==> src/design/fpcc_pkg.sv <==
`timescale 1ns / 1ps
package fpcc_pkg;

   localparam int INTEGRAL_LIMIT = 1000000;
   localparam int DIV_W = 60;
   localparam int DIV_CW = 6;
   localparam int DIV_KSTEPS = 4;
   localparam logic [15:0] MILLI_SCALE = 16'd1000;
   // ceil(2^35 / 1000)
   localparam logic [25:0] RECIP_K = 26'd34359739;

   localparam logic [1:0] OP_UPDATE = 2'd0;
   localparam logic [1:0] OP_START  = 2'd1;
   localparam logic [1:0] OP_STOP   = 2'd2;

   localparam logic [1:0] ST_OK    = 2'd0;
   localparam logic [1:0] ST_PARAM = 2'd1;
   localparam logic [1:0] ST_HW    = 2'd2;

   localparam logic [2:0] REG_KP       = 3'd0;
   localparam logic [2:0] REG_KI       = 3'd1;
   localparam logic [2:0] REG_KD       = 3'd2;
   localparam logic [2:0] REG_SETPOINT = 3'd3;
   localparam logic [2:0] REG_MAX      = 3'd4;

   typedef enum logic [2:0] {
      MUL_ERR_DT = 3'd0,
      MUL_DIFF_K = 3'd1,
      MUL_KP     = 3'd2,
      MUL_KI     = 3'd3,
      MUL_KD     = 3'd4
   } mul_sel_type;

   typedef struct packed {
      logic        load;
      logic        dec_param;
      logic        dec_fault;
      logic        do_start;
      logic        do_stop;
      mul_sel_type mul_sel;
      logic        mul_en;
      logic        int_wr;
      logic        lerr_wr;
      logic        div_start;
      logic        div_by_k;
      logic        der_wr;
      logic        sum_init;
      logic        sum_acc;
      logic        finish;
      logic        out_wr;
   } fpcc_cmd_type;

   typedef struct packed {
      logic [1:0] op;
      logic       dt_zero;
      logic       fault;
      logic       div_done;
      logic       div_busy;
      logic       out_busy;
   } fpcc_stat_type;

endpackage

==> src/design/fpcc_div.sv <==
`timescale 1ns / 1ps
module fpcc_div import fpcc_pkg::*; (
   input  logic             clock,
   input  logic             reset,
   input  logic             start,
   input  logic             by_k,
   input  logic [DIV_W-1:0] dividend,
   input  logic [15:0]      divisor,
   output logic             busy,
   output logic             done,
   output logic [DIV_W-1:0] quotient
);
   logic [15:0]       rem_ff, rem_in, dvs_ff;
   logic [DIV_W-1:0]  quo_ff, quo_in;
   logic [DIV_CW-1:0] cnt_ff, cnt_in;
   logic              busy_ff, busy_in, done_ff, done_in;
   logic              by_k_ff;
   logic [16:0]       trial, diff;
   logic [24:0]       kval;
   logic [50:0]       kprod;
   logic [14:0]       kq;
   logic [9:0]        krem;

   // divide by 1000 in 15-bit digits: the digit comes from a reciprocal
   // multiply, exact while the partial dividend stays below 2^25
   assign kval  = {rem_ff[9:0], quo_ff[DIV_W-1 -: 15]};
   assign kprod = 51'(kval) * 51'(RECIP_K);
   assign kq    = 15'(kprod >> 35);
   assign krem  = 10'(kval - 25'(kq) * 25'(MILLI_SCALE));

   // otherwise one quotient bit per cycle, restoring
   always_comb begin
      trial   = {rem_ff, quo_ff[DIV_W-1]};
      diff    = trial - {1'b0, dvs_ff};
      rem_in  = rem_ff;
      quo_in  = quo_ff;
      cnt_in  = cnt_ff;
      busy_in = busy_ff;
      done_in = 1'b0;
      if (start) begin
         rem_in  = '0;
         quo_in  = dividend;
         cnt_in  = '0;
         busy_in = 1'b1;
      end else if (busy_ff && by_k_ff) begin
         rem_in = {6'b0, krem};
         quo_in = {quo_ff[DIV_W-16:0], kq};
         cnt_in = cnt_ff + 1'b1;
         if (cnt_ff == DIV_CW'(DIV_KSTEPS - 1)) begin
            busy_in = 1'b0;
            done_in = 1'b1;
         end
      end else if (busy_ff) begin
         if (!diff[16]) begin
            rem_in = diff[15:0];
         end else begin
            rem_in = trial[15:0];
         end
         quo_in = {quo_ff[DIV_W-2:0], ~diff[16]};
         cnt_in = cnt_ff + 1'b1;
         if (cnt_ff == DIV_CW'(DIV_W - 1)) begin
            busy_in = 1'b0;
            done_in = 1'b1;
         end
      end
   end

   always_ff @(posedge clock) begin
      if (reset) begin
         busy_ff <= 1'b0;
         done_ff <= 1'b0;
         cnt_ff  <= '0;
      end else begin
         busy_ff <= busy_in;
         done_ff <= done_in;
         cnt_ff  <= cnt_in;
      end
      rem_ff <= rem_in;
      quo_ff <= quo_in;
      if (start) begin
         dvs_ff  <= divisor;
         by_k_ff <= by_k;
      end
   end

   assign busy     = busy_ff;
   assign done     = done_ff;
   assign quotient = quo_ff;
endmodule

==> src/design/fpcc_datapath.sv <==
`timescale 1ns / 1ps
module fpcc_datapath import fpcc_pkg::*; (
   input  logic          clock,
   input  logic          reset,
   input  fpcc_cmd_type  cmd,
   output fpcc_stat_type stat,
   input  logic [1:0]    req_op,
   input  logic [15:0]   req_measured_flow,
   input  logic [15:0]   req_elapsed_ms,
   input  logic          req_driver_fault,
   input  logic          csr_wr,
   input  logic [2:0]    csr_index,
   input  logic [31:0]   csr_data,
   output logic          rsp_valid,
   input  logic          rsp_stall,
   output logic [15:0]   rsp_current_cmd,
   output logic [1:0]    rsp_status,
   output logic          rsp_at_limit
);
   localparam logic signed [35:0] INT_HI = 36'(INTEGRAL_LIMIT);
   localparam logic signed [35:0] INT_LO = -INT_HI;

   logic [30:0] kp_ff, ki_ff, kd_ff;
   logic [15:0] setp_ff, max_ff;
   logic [1:0]  op_ff;
   logic [15:0] flow_ff, dt_ff;
   logic        fault_ff;

   logic signed [20:0] int_ff;
   logic signed [16:0] lerr_ff;
   logic [15:0]        drive_ff;
   logic               sat_ff;
   logic [1:0]         st_ff;

   logic signed [63:0] prod_ff, sum_ff;
   logic signed [28:0] deriv_ff;
   logic               neg_ff;
   logic               rsp_valid_ff;
   logic [15:0]        rsp_cur_ff;
   logic [1:0]         rsp_st_ff;
   logic               rsp_lim_ff;

   logic signed [16:0] err;
   logic signed [17:0] ediff;
   logic signed [31:0] mul_a, mul_b;
   logic signed [35:0] int_sum;
   logic               block;
   logic [63:0]        prod_abs;
   logic               div_busy, div_done;
   logic [DIV_W-1:0]   div_quo;
   logic [63:0]        quo_x;
   logic [47:0]        shifted;
   logic [15:0]        cmd_val;

   assign err   = $signed({1'b0, setp_ff}) - $signed({1'b0, flow_ff});
   assign ediff = 18'(err) - 18'(lerr_ff);

   always_comb begin
      mul_a = 32'(err);
      mul_b = $signed({16'b0, dt_ff});
      case (cmd.mul_sel)
         MUL_ERR_DT: begin
            mul_a = 32'(err);
            mul_b = $signed({16'b0, dt_ff});
         end
         MUL_DIFF_K: begin
            mul_a = 32'(ediff);
            mul_b = $signed({16'b0, MILLI_SCALE});
         end
         MUL_KP: begin
            mul_a = $signed({1'b0, kp_ff});
            mul_b = 32'(err);
         end
         MUL_KI: begin
            mul_a = $signed({1'b0, ki_ff});
            mul_b = 32'(int_ff);
         end
         MUL_KD: begin
            mul_a = $signed({1'b0, kd_ff});
            mul_b = 32'(deriv_ff);
         end
         default: begin
            mul_a = '0;
            mul_b = '0;
         end
      endcase
   end

   // anti-windup: hold the integral while pinned and the error pushes further out
   assign block = sat_ff && (((drive_ff >= max_ff) && (err > 0)) ||
                             ((drive_ff == 16'd0) && (err < 0)));
   assign int_sum  = 36'(int_ff) + prod_ff[35:0];
   assign prod_abs = prod_ff[63] ? 64'(-prod_ff) : 64'(prod_ff);
   assign quo_x    = {{(64 - DIV_W){1'b0}}, div_quo};
   assign shifted  = sum_ff[63:16];
   assign cmd_val  = sum_ff[63] ? 16'd0 :
                     (shifted > {32'b0, max_ff}) ? max_ff : shifted[15:0];

   fpcc_div u_div (
      .clock    (clock),
      .reset    (reset),
      .start    (cmd.div_start),
      .by_k     (cmd.div_by_k),
      .dividend (prod_abs[DIV_W-1:0]),
      .divisor  (cmd.div_by_k ? MILLI_SCALE : dt_ff),
      .busy     (div_busy),
      .done     (div_done),
      .quotient (div_quo)
   );

   always_ff @(posedge clock) begin
      if (reset) begin
         kp_ff        <= 31'd65536;
         ki_ff        <= 31'd65536;
         kd_ff        <= 31'd0;
         setp_ff      <= 16'd0;
         max_ff       <= 16'd2000;
         int_ff       <= '0;
         lerr_ff      <= '0;
         drive_ff     <= '0;
         sat_ff       <= 1'b0;
         st_ff        <= ST_OK;
         rsp_valid_ff <= 1'b0;
      end else begin
         if (csr_wr) begin
            case (csr_index)
               REG_KP:       kp_ff   <= csr_data[30:0];
               REG_KI:       ki_ff   <= csr_data[30:0];
               REG_KD:       kd_ff   <= csr_data[30:0];
               REG_SETPOINT: setp_ff <= csr_data[15:0];
               REG_MAX:      max_ff  <= csr_data[15:0];
               default: ;
            endcase
         end
         if (cmd.dec_param) begin
            st_ff <= ST_PARAM;
         end
         if (cmd.dec_fault) begin
            drive_ff <= '0;
            st_ff    <= ST_HW;
         end
         if (cmd.do_start) begin
            int_ff   <= '0;
            lerr_ff  <= '0;
            drive_ff <= '0;
            st_ff    <= ST_OK;
         end
         if (cmd.do_stop) begin
            drive_ff <= '0;
            st_ff    <= ST_OK;
         end
         if (cmd.int_wr && !block) begin
            if (int_sum > INT_HI) begin
               int_ff <= INT_HI[20:0];
            end else if (int_sum < INT_LO) begin
               int_ff <= INT_LO[20:0];
            end else begin
               int_ff <= int_sum[20:0];
            end
         end
         if (cmd.lerr_wr) begin
            lerr_ff <= err;
         end
         if (cmd.finish) begin
            drive_ff <= cmd_val;
            sat_ff   <= (cmd_val == 16'd0) || (cmd_val == max_ff);
            st_ff    <= ST_OK;
         end
         if (cmd.out_wr) begin
            rsp_valid_ff <= 1'b1;
         end else if (!rsp_stall) begin
            rsp_valid_ff <= 1'b0;
         end
      end
      if (cmd.load) begin
         op_ff    <= req_op;
         flow_ff  <= req_measured_flow;
         dt_ff    <= req_elapsed_ms;
         fault_ff <= req_driver_fault;
      end
      if (cmd.mul_en) begin
         prod_ff <= mul_a * mul_b;
      end
      if (cmd.div_start) begin
         neg_ff <= prod_ff[63];
      end
      if (cmd.der_wr) begin
         deriv_ff <= neg_ff ? -$signed({1'b0, div_quo[27:0]}) : $signed({1'b0, div_quo[27:0]});
      end
      if (cmd.sum_init) begin
         sum_ff <= prod_ff;
      end else if (cmd.sum_acc) begin
         sum_ff <= neg_ff ? sum_ff - $signed(quo_x) : sum_ff + $signed(quo_x);
      end
      if (cmd.out_wr) begin
         rsp_cur_ff <= drive_ff;
         rsp_st_ff  <= st_ff;
         rsp_lim_ff <= sat_ff;
      end
   end

   assign stat.op       = op_ff;
   assign stat.dt_zero  = (dt_ff == 16'd0);
   assign stat.fault    = fault_ff;
   assign stat.div_done = div_done;
   assign stat.div_busy = div_busy;
   assign stat.out_busy = rsp_valid_ff && rsp_stall;

   assign rsp_valid       = rsp_valid_ff;
   assign rsp_current_cmd = rsp_cur_ff;
   assign rsp_status      = rsp_st_ff;
   assign rsp_at_limit    = rsp_lim_ff;
endmodule

==> config.mk <==
export PLATFORM = sky130hd
export DESIGN_NAME = fpcc_datapath
export DESIGN_NICKNAME = d
export VERILOG_FILES = /design/src/design/fpcc_pkg.sv /design/src/design/fpcc_div.sv /design/src/design/fpcc_datapath.sv
export SDC_FILE = /design/constraint.sdc
export NUM_CORES = 2
export LEC_CHECK = 0
export BUFFER_PORTS_ARGS = -buffer_cell sky130_fd_sc_hd__buf_4
export CORE_ASPECT_RATIO = 0.7
export CORE_MARGIN = 4
export CORE_UTILIZATION = 60
export CTS_BUF_LIST = sky130_fd_sc_hd__clkbuf_8
export DETAILED_ROUTE_END_ITERATION = 10
export PLACE_DENSITY = 0.77
export SYNTH_ARGS = -nofsm -noshare
export SYNTH_HDL_FRONTEND = slang
export SYNTH_SLANG_ARGS = --single-unit
==> constraint.sdc <==
create_clock -name clock -period 15.54 [get_ports clock]
set_input_delay 3.108 -clock clock [delete_from_list [all_inputs] [get_ports clock]]
set_output_delay 3.108 -clock clock [all_outputs]
set_load 0.02 [all_outputs]
### Word level (Yosys, flattened, before mapping)

Index checks and enable logic that the tools add are counted.

| cells by class | value |
|---|---|
| equality and inequality tests | 13 |
| multiplexer cells | 40 |
| add/sub/neg operators | 10 |
| reduce and logical (&&, ||, !) cells | 30 |
| order comparisons | 6 |
| bitwise gates (word level) | 1 |
| multipliers | 3 |

Operators with widths:

| cell | count |
|---|---|
| $pmux 32 s5 | 2 |
| $mux 60 | 4 |
| $mux 64 | 3 |
| $mux 16 | 7 |
| $mux 21 | 4 |
| $add 64x61->64 | 1 |
| $mul 32x32->64 | 1 |
| $sub 64x61->64 | 1 |
| $neg 60->60 | 1 |
| $mul 25x26->50 const B | 1 |
| $gt 48x16->1 | 1 |
| $logic_not 16->1 | 3 |
| $add 36x36->36 | 1 |
| $gt 36x21->1 const B | 1 |
| $lt 36x21->1 const B | 1 |
| $mux 17 | 2 |
| $neg 28->29 | 1 |
| $mux 28 | 1 |
| $mux 10 | 2 |
| $sub 17x17->18 | 1 |
| $gt 17x1->1 const B | 1 |
| $lt 17x1->1 const B | 1 |
| $sub 16x16->17 | 1 |
| $sub 17x16->17 | 1 |
| 27 further kinds | 60 |

| storage, ports and cells | value |
|---|---|
| flip-flop bits (word level) | 496 |
| logic and storage cells | 135 |
| input bits | 92 |
| output and inout port bits | 27 |

### Depth between registers and ports, before layout

| depth | value |
|---|---|
| depth after elaboration | 8 |
| depth in mapped cells | 51 |
| depth with buffers taken out | 48 |

### Cells and area by module

A second synthesis with hierarchy kept.

| second synthesis, totals | value |
|---|---|
| cell total of the unflattened synthesis | 8624 |
| area total of the unflattened synthesis | 77339.2 µm² |

Modules (own cells, without submodules):

| module | cells each | area each (µm²) | seq. area each (µm²) | times used |
|---|---|---|---|---|
| fpcc_datapath | 7081 | 61835.6 | 10029.6 | 1 |
| fpcc_div | 1543 | 15503.6 | 2792.7 | 1 |

### Worst setup path before layout

OpenSTA, ideal clock, no wires.

| timing | value |
|---|---|
| kind | input to register |
| start | input port cmd[10] (netlist name) |
| end | register prod_ff[62], data pin |
| library setup time | 265 ps |
| arrival | 12311 ps |
| data required time | 15275 ps |
| slack | 2964 ps |
| cell stages on the path | 37 |
| buffers on the path | 5 |
| path through | buf_1 buf_1 nor2_1 clkbuf_1 a221oi_1 clkbuf_1 nor2_1 fa_1 inv_1 fa_1 inv_1 fa_1 inv_1 fa_1 inv_1 fa_1 inv_1 fa_1 inv_1 fa_1 inv_1 fa_1 inv_1 ha_1 clkbuf_1 a21oi_1 o21ai_0 a21oi_1 o31ai_1 or4_1 o21a_1 o31a_1 a211oi_1 o21ai_0 a31oi_1 o21ai_0 xor2_1 |

| between the ends | value |
|---|---|
| longest elaborated chain between the ends | 3 |
| elaborated cells between the ends (all ways) | 8 |
| those cells by class | mul: 1; eq/ne: 4; mux: 2; reduce/logical: 1 |

RTL lines:

| item | RTL line | source |
|---|---|---|
| start, declared | fpcc_datapath.sv:5 | `input fpcc_cmd_type cmd,` |
| $eq 3x3->1, or another cell as far along | fpcc_datapath.sv:61 | `case (cmd.mul_sel)` |
| $pmux 32 s5 | fpcc_datapath.sv:61 |  |
| $mul 32x32->64 * | fpcc_datapath.sv:182 | `prod_ff <= mul_a * mul_b;` |
| end signal, assigned | fpcc_datapath.sv:182 |  |
| end, declared | fpcc_datapath.sv:35 | `logic signed [63:0] prod_ff, sum_ff;` |

Every way passes the cells marked *; elsewhere a longest branch is shown, timed or not.
A chain may end at the register's enable or synchronous reset.

### Final worst setup path

| timing | value |
|---|---|
| start | input port cmd[12] (netlist name) |
| end | register prod_ff[62], data pin |

The elaborated chain is that of the path after synthesis.

==> impl_metrics.env <==
export IMPL_place_congestion=1.03
export IMPL_cts_setup_buffers=0
export IMPL_worstSkewPairLatency_ps=740
export IMPL_crit_path_max_fanout=16
export IMPL_tns_ps=0
export IMPL_worstSetupStartpointType="input pin"
export IMPL_synth_edf_count=289
export IMPL_async_flop_share=0
export IMPL_hold_buffers=0
export IMPL_vias=61900
export IMPL_vias_per_cell=6.07
export IMPL_drc=0
export IMPL_endpoint_kind="flip-flop"
export IMPL_maxSlewViolCount=0
export IMPL_clock_path_buffers=3
export IMPL_worst_pin_slew_ps=1300
export IMPL_avgSynthCellArea_um2=9.07
export IMPL_die_height_um=307
export IMPL_drt_pass1_iter_count=7
export IMPL_cts_root_buffer="clkbuf_8"
export IMPL_fin_crit_sh=0.907
export IMPL_synth_area_mm2=0.0765
export IMPL_cts_buffers=83
export IMPL_grt_pass1_wl_um=370000
export IMPL_hpwlAfterDp_um=196000
export IMPL_post_cts_resized=0
export IMPL_path_common_cell="fa_1"
export IMPL_num_nets_final=10500
export IMPL_cts_sinks=496
export IMPL_ys_seq_area_frac=0.168
export IMPL_dieArea_mm2=0.133
export IMPL_synth_cell_types=89
export IMPL_final_cell_mix="inv_1 (1,625), fa_1 (1,290), nand2_1 (1,055)"
export IMPL_io_pins=119
export IMPL_grt_max_degree=93
export IMPL_grt_pass1_vias=62300
export IMPL_n_fill_cell=10400
export IMPL_area_growth_pct=6.28
export IMPL_port_buffers=117
export IMPL_whs_ps=435
export IMPL_status="finished, final reports clean"
export IMPL_required_ps=15990
export IMPL_wl_um=243000
export IMPL_ant_nets=0
export IMPL_slowest_delay_ps=830
export IMPL_track_usage=0.363
export IMPL_maxCapViolCount=0
export IMPL_worstSetupPathType="in -> reg"
export IMPL_syn_inst=8429
export IMPL_yosysWarnings=0
export IMPL_min_path_type="reg -> reg"
export IMPL_die_x_um=435
export IMPL_wire_per_inst_um=23.8
export IMPL_path_clk_slew_ps=60
export IMPL_layout_commonest_cell="inv_1"
export IMPL_hold_viol=0
export IMPL_drt_iter0_markers=7794
export IMPL_min_period_ps=14100
export IMPL_ys_ff_latch=496
export IMPL_worst_slew_margin_rel=0.136
export IMPL_antenna_found_initial=11
export IMPL_fmax_ghz=0.0709
export IMPL_layout_drive_gt1_share=0.0598
export IMPL_arrival_ps=14560
export IMPL_cts_tree="built"
export IMPL_core_area_mm2=0.126
export IMPL_critPathSlowestCell="o311ai_4"
export IMPL_fp_row_count=109
export IMPL_finalSetupViolations=0
export IMPL_gr_total_overflow=0
export IMPL_synthFlopType="edfxtp_1"
export IMPL_rsz0062_at_grt="false"
export IMPL_worst_clock_skew_ps=63.4
export IMPL_initial_core_util=0.605
export IMPL_cts_htree_levels=3
per-stage QoR:
step | instance area (µm²) | worst slack (ps) | instances | utilization
floorplan | 76600 | 2960 | 8453 | -
global placement | 79700 | 1160 | 10000 | 0.630
detailed placement | 79700 | 1100 | 10000 | 0.630
CTS | 81300 | 1800 | 10200 | 0.643
global route | 81300 | 1120 | 10200 | 0.643
finish | 81300 | 1440 | 10200 | 0.643
Yosys cell counts (all sizes together), types with 38 or more instances:
library cell	count	area share
a21o	124	0.012
a21oi	388	0.025
a221oi	40	0.0046
a31oi	38	0.0031
and2	43	0.0035
buf	46	0.0026
clkbuf	313	0.015
dfxtp	207	0.054
edfxtp	289	0.11
fa	1290	0.34
ha	645	0.11
inv	1605	0.079
mux2i	99	0.013
nand2	1056	0.052
nand2b	58	0.0047
nand3	61	0.0040
nand4	42	0.0034
nor2	702	0.034
nor2b	54	0.0044
nor3	74	0.0048
nor4	43	0.0035
o21a	40	0.0039
o21ai	285	0.019
o31ai	41	0.0042
xnor2	278	0.032
xor2	87	0.010
cell type report:
| type | count | area, µm² | area share |
|---|---|---|---|
| Multi-Input combinational cell | 5992 | 56600 | 0.697 |
| Sequential cell | 496 | 12800 | 0.158 |
| Inverter | 1606 | 6030 | 0.0742 |
| Timing Repair Buffer | 278 | 2100 | 0.0259 |
| Tap cell | 1665 | 2080 | 0.0256 |
| Clock buffer | 90 | 1240 | 0.0152 |
| Clock inverter | 60 | 354 | 0.00436 |
| Antenna cell | 10 | 25.0 | 0.000308 |
critical path, delay by kind of cell:
kind,cells,cell delay [ps]
AO/OA/AOI/OAI,12,3660
XOR/XNOR,1,170
adder cells (fa/ha/maj),9,4620
buffers and inverters,6,900
AND/OR/NAND/NOR,5,2040
path summary, 6_finish.rpt:
check | slack (ps) | endpoint | from | cells after the start
max reg2reg | 1740 | prod_ff[62]$_DFFE_PP_ | flow_ff[0]$_DFFE_PP_ | 41
min | 430 | rsp_status[0]$_DFFE_PP_ | st_ff[0]$_SDFFE_PP0P_ | 0
max | 1440 | prod_ff[62]$_DFFE_PP_ | cmd[12] | 33
min reg2reg | 430 | rsp_status[0]$_DFFE_PP_ | st_ff[0]$_SDFFE_PP0P_ | 0
cell families after synthesis:
group / share of synthesized area
AO/OA/AOI/OAI: 0.105
XOR/XNOR: 0.0421
adder cells (fa/ha/maj): 0.443
buffers and inverters: 0.0967
flip-flops: 0.168
multiplexers: 0.0159
other: 0.0000982
AND/OR/NAND/NOR: 0.129
state kept, by name, summed over array words and instances, names as in the netlist, 17 cells and up:
name / flops
sum_ff: 64
kp_ff: 31
kd_ff: 31
u_div.quotient: 60
lerr_ff: 17
prod_ff: 64
deriv_ff: 29
int_ff: 21
ki_ff: 31
routing by layer:
metal / vias up / routed length (µm) / global-route usage / share of wire
li1: 26900 / - / - / -
met1: 30500 / 98400 / 0.525 / 0.41
met2: 3854 / 94700 / 0.495 / 0.39
met3: 606 / 38800 / 0.145 / 0.16
met4: 4 / 10800 / 0.128 / 0.045
met5: - / 27 / 0 / 0.00011
Power is not shown: default switching activity piles up to over one toggle a cycle in this logic, so the estimate is an artifact.
