### src/design/fpcc_pkg.sv
`timescale 1ns / 1ps
package fpcc_pkg;

   localparam int INTEGRAL_LIMIT = 1000000;
   localparam int DIV_W = 60;
   localparam int DIV_CW = 6;
   localparam int DIV_KSTEPS = 4;
   localparam logic [15:0] MILLI_SCALE = 16'd1000;
   // ceil(2^35 / 1000)
   localparam logic [25:0] RECIP_K = 26'd34359739;

   localparam logic [1:0] OP_UPDATE = 2'd0;
   localparam logic [1:0] OP_START  = 2'd1;
   localparam logic [1:0] OP_STOP   = 2'd2;

   localparam logic [1:0] ST_OK    = 2'd0;
   localparam logic [1:0] ST_PARAM = 2'd1;
   localparam logic [1:0] ST_HW    = 2'd2;

   localparam logic [2:0] REG_KP       = 3'd0;
   localparam logic [2:0] REG_KI       = 3'd1;
   localparam logic [2:0] REG_KD       = 3'd2;
   localparam logic [2:0] REG_SETPOINT = 3'd3;
   localparam logic [2:0] REG_MAX      = 3'd4;

   typedef enum logic [2:0] {
      MUL_ERR_DT = 3'd0,
      MUL_DIFF_K = 3'd1,
      MUL_KP     = 3'd2,
      MUL_KI     = 3'd3,
      MUL_KD     = 3'd4
   } mul_sel_type;

   typedef struct packed {
      logic        load;
      logic        dec_param;
      logic        dec_fault;
      logic        do_start;
      logic        do_stop;
      mul_sel_type mul_sel;
      logic        mul_en;
      logic        int_wr;
      logic        lerr_wr;
      logic        div_start;
      logic        div_by_k;
      logic        der_wr;
      logic        sum_init;
      logic        sum_acc;
      logic        finish;
      logic        out_wr;
   } fpcc_cmd_type;

   typedef struct packed {
      logic [1:0] op;
      logic       dt_zero;
      logic       fault;
      logic       div_done;
      logic       div_busy;
      logic       out_busy;
   } fpcc_stat_type;

endpackage

### src/design/fpcc_ctrl.sv
`timescale 1ns / 1ps
module fpcc_ctrl import fpcc_pkg::*; (
   input  logic          clock,
   input  logic          reset,
   input  logic          req_valid,
   output logic          req_stall,
   input  fpcc_stat_type stat,
   output fpcc_cmd_type  cmd
);
   typedef enum logic [14:0] {
      S_IDLE   = 15'b000000000000001,
      S_DECODE = 15'b000000000000010,
      S_ED     = 15'b000000000000100,
      S_INT    = 15'b000000000001000,
      S_DDIV   = 15'b000000000010000,
      S_DWAIT  = 15'b000000000100000,
      S_PM     = 15'b000000001000000,
      S_PS     = 15'b000000010000000,
      S_KIDIV  = 15'b000000100000000,
      S_KIWAIT = 15'b000001000000000,
      S_KDM    = 15'b000010000000000,
      S_KDDIV  = 15'b000100000000000,
      S_KDWAIT = 15'b001000000000000,
      S_FIN    = 15'b010000000000000,
      S_OUT    = 15'b100000000000000
   } state_type;

   state_type state_ff, state_in;
   logic      accept;

   assign req_stall = (state_ff != S_IDLE);
   assign accept    = req_valid && !req_stall;

   always_comb begin
      state_in    = state_ff;
      cmd         = '0;
      cmd.mul_sel = MUL_ERR_DT;
      case (state_ff)
         S_IDLE: begin
            if (accept) begin
               cmd.load = 1'b1;
               state_in = S_DECODE;
            end
         end
         S_DECODE: begin
            state_in = S_OUT;
            case (stat.op)
               OP_UPDATE: begin
                  if (stat.dt_zero) begin
                     cmd.dec_param = 1'b1;
                  end else if (stat.fault) begin
                     cmd.dec_fault = 1'b1;
                  end else begin
                     state_in = S_ED;
                  end
               end
               OP_START: cmd.do_start  = 1'b1;
               OP_STOP:  cmd.do_stop   = 1'b1;
               default:  cmd.dec_param = 1'b1;
            endcase
         end
         S_ED: begin
            cmd.mul_sel = MUL_ERR_DT;
            cmd.mul_en  = 1'b1;
            state_in    = S_INT;
         end
         S_INT: begin
            cmd.int_wr  = 1'b1;
            cmd.mul_sel = MUL_DIFF_K;
            cmd.mul_en  = 1'b1;
            cmd.lerr_wr = 1'b1;
            state_in    = S_DDIV;
         end
         S_DDIV: begin
            cmd.div_start = 1'b1;
            state_in      = S_DWAIT;
         end
         S_DWAIT: begin
            if (stat.div_done) begin
               cmd.der_wr = 1'b1;
               state_in   = S_PM;
            end
         end
         S_PM: begin
            cmd.mul_sel = MUL_KP;
            cmd.mul_en  = 1'b1;
            state_in    = S_PS;
         end
         S_PS: begin
            cmd.sum_init = 1'b1;
            cmd.mul_sel  = MUL_KI;
            cmd.mul_en   = 1'b1;
            state_in     = S_KIDIV;
         end
         S_KIDIV: begin
            cmd.div_start = 1'b1;
            cmd.div_by_k  = 1'b1;
            state_in      = S_KIWAIT;
         end
         S_KIWAIT: begin
            if (stat.div_done) begin
               cmd.sum_acc = 1'b1;
               state_in    = S_KDM;
            end
         end
         S_KDM: begin
            cmd.mul_sel = MUL_KD;
            cmd.mul_en  = 1'b1;
            state_in    = S_KDDIV;
         end
         S_KDDIV: begin
            cmd.div_start = 1'b1;
            cmd.div_by_k  = 1'b1;
            state_in      = S_KDWAIT;
         end
         S_KDWAIT: begin
            if (stat.div_done) begin
               cmd.sum_acc = 1'b1;
               state_in    = S_FIN;
            end
         end
         S_FIN: begin
            // clamp the completed sum into the new command
            cmd.finish = 1'b1;
            state_in   = S_OUT;
         end
         S_OUT: begin
            // hold the result until the output register is free
            if (!stat.out_busy) begin
               cmd.out_wr = 1'b1;
               state_in   = S_IDLE;
            end
         end
         default: state_in = S_IDLE;
      endcase
   end

   always_ff @(posedge clock) begin
      if (reset) begin
         state_ff <= S_IDLE;
      end else begin
         state_ff <= state_in;
      end
   end

   a_accept_decode: assert property (@(posedge clock) disable iff (reset)
      accept |=> state_ff == S_DECODE)
      else $error("accepted beat did not reach decode");
   a_out_free: assert property (@(posedge clock) disable iff (reset)
      cmd.out_wr |-> !stat.out_busy)
      else $error("result written over a stalled beat");
   a_div_idle: assert property (@(posedge clock) disable iff (reset)
      cmd.div_start |-> !stat.div_busy)
      else $error("divider started while busy");
   a_one_result: assert property (@(posedge clock) disable iff (reset)
      cmd.out_wr |=> state_ff == S_IDLE)
      else $error("result write did not return to idle");
endmodule

### config.mk
export PLATFORM = sky130hd
export DESIGN_NAME = fpcc_ctrl
export DESIGN_NICKNAME = d
export VERILOG_FILES = /design/src/design/fpcc_pkg.sv /design/src/design/fpcc_ctrl.sv
export SDC_FILE = /design/constraint.sdc
export NUM_CORES = 1
export LEC_CHECK = 0
export BUFFER_PORTS_ARGS = -buffer_cell sky130_fd_sc_hd__buf_2
export CAP_MARGIN = 20
export CORE_ASPECT_RATIO = 1.4
export CORE_MARGIN = 8
export CORE_UTILIZATION = 50
export CTS_CLUSTER_DIAMETER = 100
export DETAILED_ROUTE_END_ITERATION = 8
export PLACE_DENSITY = 0.86
export SYNTH_ARGS = -nofsm -noshare
export SYNTH_HDL_FRONTEND = slang
export SYNTH_SLANG_ARGS = --single-unit
### constraint.sdc
create_clock -name clock -period 2.5 [get_ports clock]
set_input_delay 0.375 -clock clock [delete_from_list [all_inputs] [get_ports clock]]
set_output_delay 0.375 -clock clock [all_outputs]
set_load 0.01 [all_outputs]
---- Yosys cells after proc, flatten, opt, wreduce, memory -nomap -nowiden ----
Cells that the tools add are included.
W data, S select, Z words.
word-level totals
  flip-flop bits (word level) ............. 15
  word-level logic and storage cells ...... 62
  bits of input ports ..................... 10
  output and inout bits ................... 19
operators by class
  mux-type cells .......................... 30
  reduce and logical (&&, ||, !) cells .... 8
  eq/ne operators ......................... 23
operators by type and width
  kind                    count
  $pmux W15 S15           1
  $mux W15                8
  $pmux W4 S5             1
  $mux W1                 17
  $eq A15 B1 Y1 const B   1
  $eq A15 B10 Y1 const B  1
  $eq A15 B11 Y1 const B  1
  $eq A15 B12 Y1 const B  1
  $eq A15 B13 Y1 const B  1
  $eq A15 B14 Y1 const B  1
  $eq A15 B15 Y1 const B  1
  $eq A15 B2 Y1 const B   1
  $eq A15 B3 Y1 const B   1
  $eq A15 B4 Y1 const B   1
  $eq A15 B5 Y1 const B   1
  $eq A15 B6 Y1 const B   1
  $eq A15 B7 Y1 const B   1
  $eq A15 B8 Y1 const B   1
  $eq A15 B9 Y1 const B   1
  $ne A15 B1 Y1 const B   1
  $ne A2 B2 Y1 const B    5
  $reduce_or A2 Y1        3
  $reduce_and A5 Y1       1
  $mux W4                 1
  8 further kinds         8

---- Depth between registers and ports, before layout ----
Gate-level depths: netlist (run 1).
  depth after elaboration ................. 5
  gate-level depth with buffers ........... 6
  gate-level depth less buffers ........... 5

---- Worst setup path before layout (run 1) ----
OpenSTA, ideal clock, no wires.
  path kind ............................... flip-flop to output port
  start point ............................. register state_ff[8]
  end point ............................... output port cmd[15] in the netlist's numbering
  data required time ...................... 2125 ps
  arrival time ............................ 1563 ps
  cell stages (with the launch flop) ...... 6
  slack ................................... 562 ps
  path buffers ............................ 1
  cell sequence ........................... dfxtp_1 buf_6 nor4_4 and3_1 and4b_4 and4b_1
RTL lines
  item                      line              source
  start: declaration        fpcc_ctrl.sv:28   state_type state_ff, state_in;
  start signal: assignment  fpcc_ctrl.sv:142  state_ff <= state_in;
  end: declaration          fpcc_ctrl.sv:8    output fpcc_cmd_type cmd

==> results.md, run 1 <==
- Status: finished, final reports clean
- Slew at the pin with the worst max-slew slack: 0.4899 ns
- Total power: 0.5730 mW
- Power density over the cells: 457.9 nW/um2
- Worst-case vdd ir drop: 255.6 uV
- R2R Path Start: state_ff[8]
- Grt ovf: 0
- Initial antenna violation count: 0
- Netlist Area Pre-Place: 1100 um2
- Crit-path cells: nor4_4 -> and3_1 -> and4b_4 -> and4b_1 -> buf_2
- RR Endpoint: state_ff[7]
- FF-to-FF setup slack: 0.59 ns
- Worst skew pair latency: 0.31 ns
- Seq/Total Area, Yosys: 0.2730
- Global placer's final weighted congestion: 0.8342
- Relative slew slack: 0.6704
- Critical Path Fanout Max: 9
- H-tree depth: 1
- Gr usage total: 0.1473
- Final hold viol count: 0
- Non-Filler Instances: 174
- Buf/Inv on CP: 1
- Drt via density: 6.086
- Crit path DAT: 1.97 ns
- Hold_sp: stat[3]
- Syn_nets: 137
- Inst Count DP: 170
- Row count: 20
- CP delay by family, top: simple AND/OR/NAND/NOR gates
- Footprint of the multi-input gates: 708.2 um2
- Largest net degree at the start of global routing: 10
- Crit start category: register
- Mapped Cells: 124
- Die Area: 3977 um2
- Worst path slowest cell: dfxtp_1
- Die X-Extent: 55.64 um
- Vias in the first global route: 1158
- Max Root-Sink Buffers: 2
- Worst EP required: 2.12 ns
- HP Class: input pin to register
- Final-report max-slew violation count: 0
- CTS root buffer: clkbuf_4
- Antenna Violating Nets Remaining: 0
- Hold Path End: state_ff[2]
- Fin crit share: 0.9393
- Max FFs per register: 15
- Tmin final: 2.348 ns
- Skew final: 0.007170 ns
- Clock-pin slew on the worst setup and hold paths: 0.09 ns
- Worst reg-to-reg path cell count: 6
- Top reg by flops: state_ff
- Area delta synth->final: 13.77%
- Post-CTS Hold Fix Bufs: 0
- Final wirelength: 2751 um
- Biggest regs: state_ff x15
- CTS resizes: 0
- Total negative slack: 0 ns
- DRC: 0
- FFs w/ async S/R, synth: 0
- Yosys top cell by area: dfxtp_1
- Setup crit end kind: primary output
- F_max: 425.9 MHz
- Crit Path Class: register to primary output
- # diodes: 0
- Max-cap violations: 0
- Top_reg_cell synth: dfxtp_1
- CP peak stage delay: 0.43 ns
- Floorplan Core Area: 2127 um2
- Flops & latches, synth: 15
- CTS Sinks: 15
- Post-CTS Setup Inserts: 0
- Lkg Pwr: 0.5498 nW
- First-pass GRT wire length: 4926 um
- RSZ-0062 raised after global routing: no
- Via Count: 1059
- HPWL Detailed: 2199 um
- Boundary Pins: 29
- Yosys warnings: 0
- Worst hold stages: 2
- Register area: 300.3 um2
- Fin nets: 166
- CTS tree: built
- Yosys top cell area share: 0.2730
- DR iter-0 viols: 26
- Dominant cells by area after synthesis: dfxtp_1 27%, nor2_1 4.8%, nor3_1 4.1%
- Number of setup violations in the final report: 0
- Number of flops mapped to enable cells by yosys: 0
- Mean routed wirelength per cell: 15.81 um
- Port bufs: 27
- Die Y: 71.49 um
- Filler cell count: 199
- Cell variety after synth: 49
- Total CTS buffers: 3
- Mean Syn Cell Area: 8.869 um2
- Layout cells sized above 1: 0.3553
- Initial core utilization: 0.5171
- Pre-antenna DRT Iters: 4
synth_stat cells, types with 2 or more instances:
library cell  number
nand4_1            4
nor4_1             3
ha_1               3
nor4b_2            3
buf_6              2
nor4b_1            3
and3_1             4
nor3_1             9
nand3_1            3
nor4_4             2
inv_1              8
nor2_1            14
buf_4              2
nand2b_1           4
nand2_1            5
xnor2_1            3
nor4_2             2
and2_1             2
a21oi_1            4
dfxtp_1           15
per-layer routing:
metal  vias up  wire [um]  global-route usage  share of wire
met5         -          0                   0              0
met4         0        100              0.1154          0.036
met3         8        142             0.02650          0.052
met2        37       1465              0.2600           0.53
met1       501       1042              0.1478           0.38
li1        513          -                   -              -
placed cells by master, fill, tap and decap left out, drive strengths merged, types with 4 or more instances in the layout:
cell type and n:
buf 30, nand2b 4, nor2 14, nand4 5
and3 5, nor4b 6, a21oi 4, inv 8
nand2 5, nor4 7, nor3 10, dfxtp 15
worst max path at each step:
stage | depth (start not counted) | startpoint | endpoint | slack (ns)
2_1_floorplan | 5 | state_ff[8] | cmd[15] | 0.56
3_3_place_gp | 5 | state_ff[4] | cmd[15] | 0.49
3_5_place_dp | 5 | state_ff[6] | cmd[15] | 0.48
4_1_cts | 5 | state_ff[6] | cmd[15] | 0.12
5_1_grt | 5 | state_ff[6] | cmd[15] | 0.0003
6_report | 5 | state_ff[6] | cmd[15] | 0.15
power breakdown:
| group | internal (mW) | switching, mW |
|---|---|---|
| Combinational | 0.0717 | 0.0928 |
| Sequential | 0.247 | 0.0101 |
| Clock | 0.0599 | 0.0914 |
per-stage QoR:
stage,hold WS (ns),cell area (um2),util,setup WS [ns]
floorplan,0.4464,1100,-,0.5620
global placement,0.5269,1224,0.5753,0.4935
detailed placement,0.5467,1224,0.5753,0.4782
CTS,0.2616,1251,0.5882,0.1243
global route,0.2676,1251,0.5882,0.0003184
finish,0.2699,1251,0.5882,0.1518
cell type report:
class | instances | share of cell area
clock buffers | 3 | 0.01800
multi-input cells | 95 | 0.5660
inverters | 8 | 0.02400
flip-flops and latches | 15 | 0.2400
clock inverters | 1 | 0.004000
well taps | 22 | 0.02200
repair buffers | 30 | 0.1260
worst reg2reg max path, cell delays in order (launching register included):
cell,delay [ns]
dfxtp_1,0.54
nor4_4,0.10
buf_4,0.18
and4_1,0.16
a21o_2,0.23
a211o_4,0.40
nor4b_2,0.22
logic make-up after synthesis:
group	synth area share
XOR/XNOR	0.03186
adder cells (fa/ha/maj)	0.03413
buffers and inverters	0.08304
AND/OR/NAND/NOR	0.4664
flip-flops	0.2730
AO/OA/AOI/OAI	0.1115
(Power assumes the default switching activity.)
==> run 2: changes to the inputs <==
--- a/config.mk
+++ b/config.mk
@@ -13,6 +13,7 @@
 export CTS_CLUSTER_DIAMETER = 100
 export DETAILED_ROUTE_END_ITERATION = 8
 export PLACE_DENSITY = 0.86
+export REMOVE_ABC_BUFFERS = 1
 export SYNTH_ARGS = -nofsm -noshare
 export SYNTH_HDL_FRONTEND = slang
 export SYNTH_SLANG_ARGS = --single-unit
==> results.md, run 2 (synthesis results as in run 1) <==
- First-pass GRT wire length: 4705 um (-4.5%)
- Filler cell count: 173 (-13%)
- Relative slew slack: 0.6681 (-0.002251)
- Die Y: 71.49 um (unchanged)
- DRC: 0 (unchanged)
- Drt via density: 6.045 (-0.67%)
- Footprint of the multi-input gates: 708.2 um2 (unchanged)
- Worst slack, placed: 0.4575 ns (-0.02071 ns)
- Register area: 300.3 um2 (unchanged)
- CTS tree: built
- # diodes: 0 (unchanged)
- RSZ-0062 raised after global routing: no
- Gr usage total: 0.1419 (-0.005425)
- Top reg by flops: state_ff
- Total CTS buffers: 3 (unchanged)
- Worst EP required: 2.12 ns (about the same)
- Port bufs: 27 (unchanged)
- Final core utilization: 0.5947 (+0.006471)
- F_max: 425.1 MHz (-0.18%)
- Lkg Pwr: 0.5554 nW (+1.0%)
- Boundary Pins: 29 (unchanged)
- Post-CTS Setup Inserts: 0 (unchanged)
- Area delta synth->final: 15.02%
- FF-to-FF setup slack: 0.59 ns (about the same)
- Antenna Violating Nets Remaining: 0 (unchanged)
- Initial core utilization: 0.5171 (unchanged)
- Max FFs per register: 15 (unchanged)
- Post-CTS Hold Fix Bufs: 0 (unchanged)
- Vias in the first global route: 1038 (-10%)
- CTS root buffer: clkbuf_4
- Status: finished, final reports clean
- Skew final: 0.005639 ns (-0.001531 ns)
- Worst skew pair latency: 0.30 ns (about the same)
- Via Count: 1064 (+0.47%)
- Mean routed wirelength per cell: 16.08 um (+1.7%)
- Leading cell type in the layout, fill and taps excluded: buf_2
- Total power: 0.5736 mW (+0.11%)
- Initial antenna violation count: 0 (unchanged)
- CP peak stage delay: 0.43 ns (about the same)
- Most frequent cells in the layout: 27 x buf_2, 15 x dfxtp_1, 14 x nor2_1, 9 x nor3_1, 8 x inv_1
- Clock-pin slew on the worst setup and hold paths: 0.09 ns (about the same)
- Floorplan Core Area: 2127 um2 (unchanged)
- Final hold viol count: 0 (unchanged)
- Critical Path Fanout Max: 9 (unchanged)
- Die Area: 3977 um2 (unchanged)
- Total negative slack: 0 ns (unchanged)
- Final wirelength: 2830 um (+2.9%)
- Largest net degree at the start of global routing: 10 (unchanged)
- Layout cells sized above 1: 0.3571 (+0.001880)
- Pre-antenna DRT Iters: 4 (unchanged)
- Crit start category: register
- Setup crit end kind: primary output
- H-tree depth: 1 (unchanged)
- Global placer's final weighted congestion: 0.8150 (-2.3%)
- Fin crit share: 0.9410 (+0.001668)
- Max-cap violations: 0 (unchanged)
- Crit Path Class: register to primary output
- HP Class: input pin to register
- HPWL Detailed: 2225 um (+1.2%)
- CP delay by family, top: simple AND/OR/NAND/NOR gates
- Power density over the cells: 453.5 nW/um2 (-0.98%)
- Final-report max-slew violation count: 0 (unchanged)
- Row count: 20 (unchanged)
- Crit path DAT: 1.98 ns (about the same)
- Die X-Extent: 55.64 um (unchanged)
- CTS Sinks: 15 (unchanged)
- Tmin final: 2.352 ns (+0.004170 ns)
- Worst path slowest cell: dfxtp_1
- Slew at the pin with the worst max-slew slack: 0.4933 ns (+0.003345 ns)
- Number of setup violations in the final report: 0 (unchanged)
- Buf/Inv on CP: 1 (unchanged)
- DR iter-0 viols: 47 (+81%)
- Crit-path cells: nor4_4 -> and3_1 -> and4b_4 -> and4b_1 -> buf_2
- Worst-case vdd ir drop: 280.2 uV (+9.6%)
- Max Root-Sink Buffers: 2 (unchanged)
- Setup WS post-layout: 0.1476 ns (-0.004170 ns)
- CTS resizes: 0 (unchanged)
- Biggest regs: state_ff x15
- Grt ovf: 0 (unchanged)
- Fin nets: 168 (+1.2%)
[run 2: cell count changes in the layout (fill, tap and decap cells not counted)]
cell	previous run	this run
buf_4	3	5
clkbuf_1	0	1
clkinv_2	1	0
[run 2: path summary, 6_finish.rpt]
path / startpoint / endpoint / depth (start not counted)
worst max-delay path: state_ff[6] / cmd[15] / 5
worst min-delay path: stat[3] / state_ff[2] / 2
worst max register to register: state_ff[8] / state_ff[7] / 6
worst min register to register: state_ff[12] / state_ff[13] / 2
[run 2: metrics by stage]
stage               hold slack (ns)  instances  instance area [um2]
floorplan                    0.4441        118                 1039
global placement             0.5243        170                 1224
detailed placement           0.5367        170                 1224
CTS                          0.2769        174                 1250
global route                 0.2595        176                 1265
finish                       0.2741        176                 1265
[run 2: cell type report]
class | count | share of cell area
flip-flops and latches | 15 | 0.2374
clock buffers | 4 | 0.02077
well taps | 22 | 0.02176
multi-input cells | 95 | 0.5598
repair buffers | 32 | 0.1365
inverters | 8 | 0.02374
[run 2: routing by layer]
metal	vias up	share of wire	routed length, um	GRT usage
li1	518	-	-	-
met1	508	0.40	1125	0.1486
met2	33	0.55	1555	0.2575
met3	5	0.031	87	0.02827
met4	0	0.022	61	0.07418
met5	-	0	0	0
[run 2: power by group]
group	internal [mW]	total, mW	switching (mW)
clock	0.0622	0.151	0.0890
sequential	0.247	0.257	0.00955
combinational	0.0718	0.166	0.0938
==> run 3: changes to the inputs <==
==> constraint.sdc (replaced) <==
create_clock -name clock -period 2.5 [get_ports clock]
set_input_delay 0.25 -clock clock [delete_from_list [all_inputs] [get_ports clock]]
set_output_delay 0.25 -clock clock [all_outputs]
set_load 0.01 [all_outputs]
==> results.md, run 3 (synthesis results as in run 1) <==
- Status: finished, final reports clean
- Layout cells sized above 1: 0.3467 (-0.01048)
- F_max: 438.1 MHz (+3.1%)
- Antenna Violating Nets Remaining: 0 (unchanged)
- Number of setup violations in the final report: 0 (unchanged)
- Net switching power: 0.1908 mW (-0.82%)
- Row count: 20 (unchanged)
- Crit path DAT: 2.03 ns (+0.05 ns)
- H-tree depth: 1 (unchanged)
- Worst hold stages: 2 (unchanged)
- Floorplan Core Area: 2127 um2 (unchanged)
- DR iter-0 viols: 23 (-51%)
- Largest net degree at the start of global routing: 11 (+1)
- Final-report max-slew violation count: 0 (unchanged)
- Total negative slack: 0 ns (unchanged)
- Total power: 0.5653 mW (-1.4%)
- Fin nets: 164 (-2.4%)
- Crit-path cells: nor4_2 -> and2_4 -> nand4_1 -> o21a_1 -> inv_1 -> buf_2
- Tmin final: 2.282 ns (-0.07001 ns)
- DRC: 0 (unchanged)
- Initial core utilization: 0.5171 (unchanged)
- Seq pwr share: 0.455 (+0.007)
- Non-Filler Instances: 172 (-2.3%)
- Setup crit end kind: primary output
- Final core utilization: 0.5824 (-0.01235)
- CTS root buffer: clkbuf_4
- Slew at the pin with the worst max-slew slack: 0.6173 ns (+0.1241 ns)
- Worst slack, placed: 0.5885 ns (+0.1311 ns)
- Clk pwr share: 0.268 (+0.004)
- CTS resizes: 0 (unchanged)
- Initial antenna violation count: 0 (unchanged)
- Die Y: 71.49 um (unchanged)
- Die Area: 3977 um2 (unchanged)
- Relative slew slack: 0.5850 (-0.08311)
- Worst skew pair latency: 0.30 ns (about the same)
- Register area: 300.3 um2 (unchanged)
- Most frequent cells in the layout: 27 x buf_2, 15 x dfxtp_1, 14 x nor2_1, 9 x nor3_1, 8 x inv_1
- Leading cell type in the layout, fill and taps excluded: buf_2
- Cell Area, Placed: 1209 um2 (-1.2%)
- CTS tree: built
- Worst EP required: 2.25 ns (+0.13 ns)
- Worst-case vdd ir drop: 293.6 uV (+4.8%)
- Area delta synth->final: 12.63%
- Crit start category: register
- Filler cell count: 181 (+4.6%)
- First-pass GRT wire length: 4574 um (-2.8%)
- Power density over the cells: 456.4 nW/um2 (+0.64%)
- Vias in the first global route: 1064 (+2.5%)
- Lkg Pwr: 0.5367 nW (-3.4%)
- Worst path slowest cell: nor4_2
- HP Class: input pin to register
- Comb pwr share: 0.277 (-0.012)
- Design area: 1239 um2 (-2.1%)
- Total CTS buffers: 3 (unchanged)
- Footprint of the multi-input gates: 708.2 um2 (unchanged)
- Worst reg-to-reg path cell count: 6 (unchanged)
- Fin crit share: 0.9130 (-0.02800)
- Global placer's final weighted congestion: 0.8170 (+0.25%)
- Internal power: 0.3745 mW (-1.8%)
- RSZ-0062 raised after global routing: no
- Top reg by flops: state_ff
- Skew final: 0.01372 ns (+0.008085 ns)
- Setup WS post-layout: 0.2176 ns (+0.07001 ns)
- Boundary Pins: 29 (unchanged)
- Inst Count DP: 168 (-1.2%)
- Critical Path Fanout Max: 7 (-2)
- Max Root-Sink Buffers: 2 (unchanged)
- Mean routed wirelength per cell: 15.12 um (-6.0%)
- Switching part of the total: 0.3376 (+0.002155)
- Post-CTS Hold Fix Bufs: 0 (unchanged)
- HPWL Detailed: 2125 um (-4.5%)
- Clock-pin slew on the worst setup and hold paths: 0.11 ns (+0.02 ns)
- Via Count: 1032 (-3.0%)
- CTS Sinks: 15 (unchanged)
- Max FFs per register: 15 (unchanged)
- Die X-Extent: 55.64 um (unchanged)
- Pre-antenna DRT Iters: 4 (unchanged)
- Biggest regs: state_ff x15
- Crit Path Class: register to primary output
- Drt via density: 6.000 (-0.75%)
- Final wirelength: 2600 um (-8.1%)
- Gr usage total: 0.1327 (-0.009150)
- Grt ovf: 0 (unchanged)
- # diodes: 0 (unchanged)
- CP peak stage delay: 0.60 ns (+0.17 ns)
- Post-CTS Setup Inserts: 0 (unchanged)
- Hold Slack: 0.1340 ns (-0.1401 ns)
- Port bufs: 27 (unchanged)
- Final hold viol count: 0 (unchanged)
- Max-cap violations: 0 (unchanged)
==> run 3: power by group through the flow <==
stage          logic, mW  registers (mW)  clock network [mW]
3_3_place_gp       0.152           0.261                   0
2_1_floorplan      0.113           0.260                   0
4_1_cts            0.157           0.256               0.153
5_1_grt            0.172           0.258               0.162
3_5_place_dp       0.157           0.262                   0
6_report           0.157           0.257               0.151
==> run 3: routing by layer <==
metal / part of all wire / wire, um / GRT usage
met5: 0 / 0 / 0
met4: 0.017 / 44 / 0.06044
met3: 0.061 / 159 / 0.03357
met2: 0.53 / 1383 / 0.2488
met1: 0.39 / 1012 / 0.1319
==> run 3: worst max-delay path, delay by kind of cell (launching register included) <==
family	cells	cell delay [ns]
compound gates	1	0.17
buf+inv	2	0.17
flops	1	0.35
simple gates	3	1.03
==> run 3: final cells by class <==
cell class | instances | area share
Timing Repair Buffer | 28 | 0.1152
Clock buffer | 3 | 0.01818
Tap cell | 22 | 0.02222
Clock inverter | 1 | 0.006061
Sequential cell | 15 | 0.2424
Inverter | 8 | 0.02424
Multi-Input combinational cell | 95 | 0.5717
==> run 3: worst paths after layout <==
| check | start | to | slack [ns] |
|---|---|---|---|
| hold reg to reg | state_ff[12] | state_ff[13] | 0.56 |
| setup reg to reg | state_ff[8] | state_ff[13] | 0.60 |
| setup / recovery | state_ff[0] | cmd[9] | 0.22 |
| hold / removal | stat[3] | state_ff[2] | 0.13 |
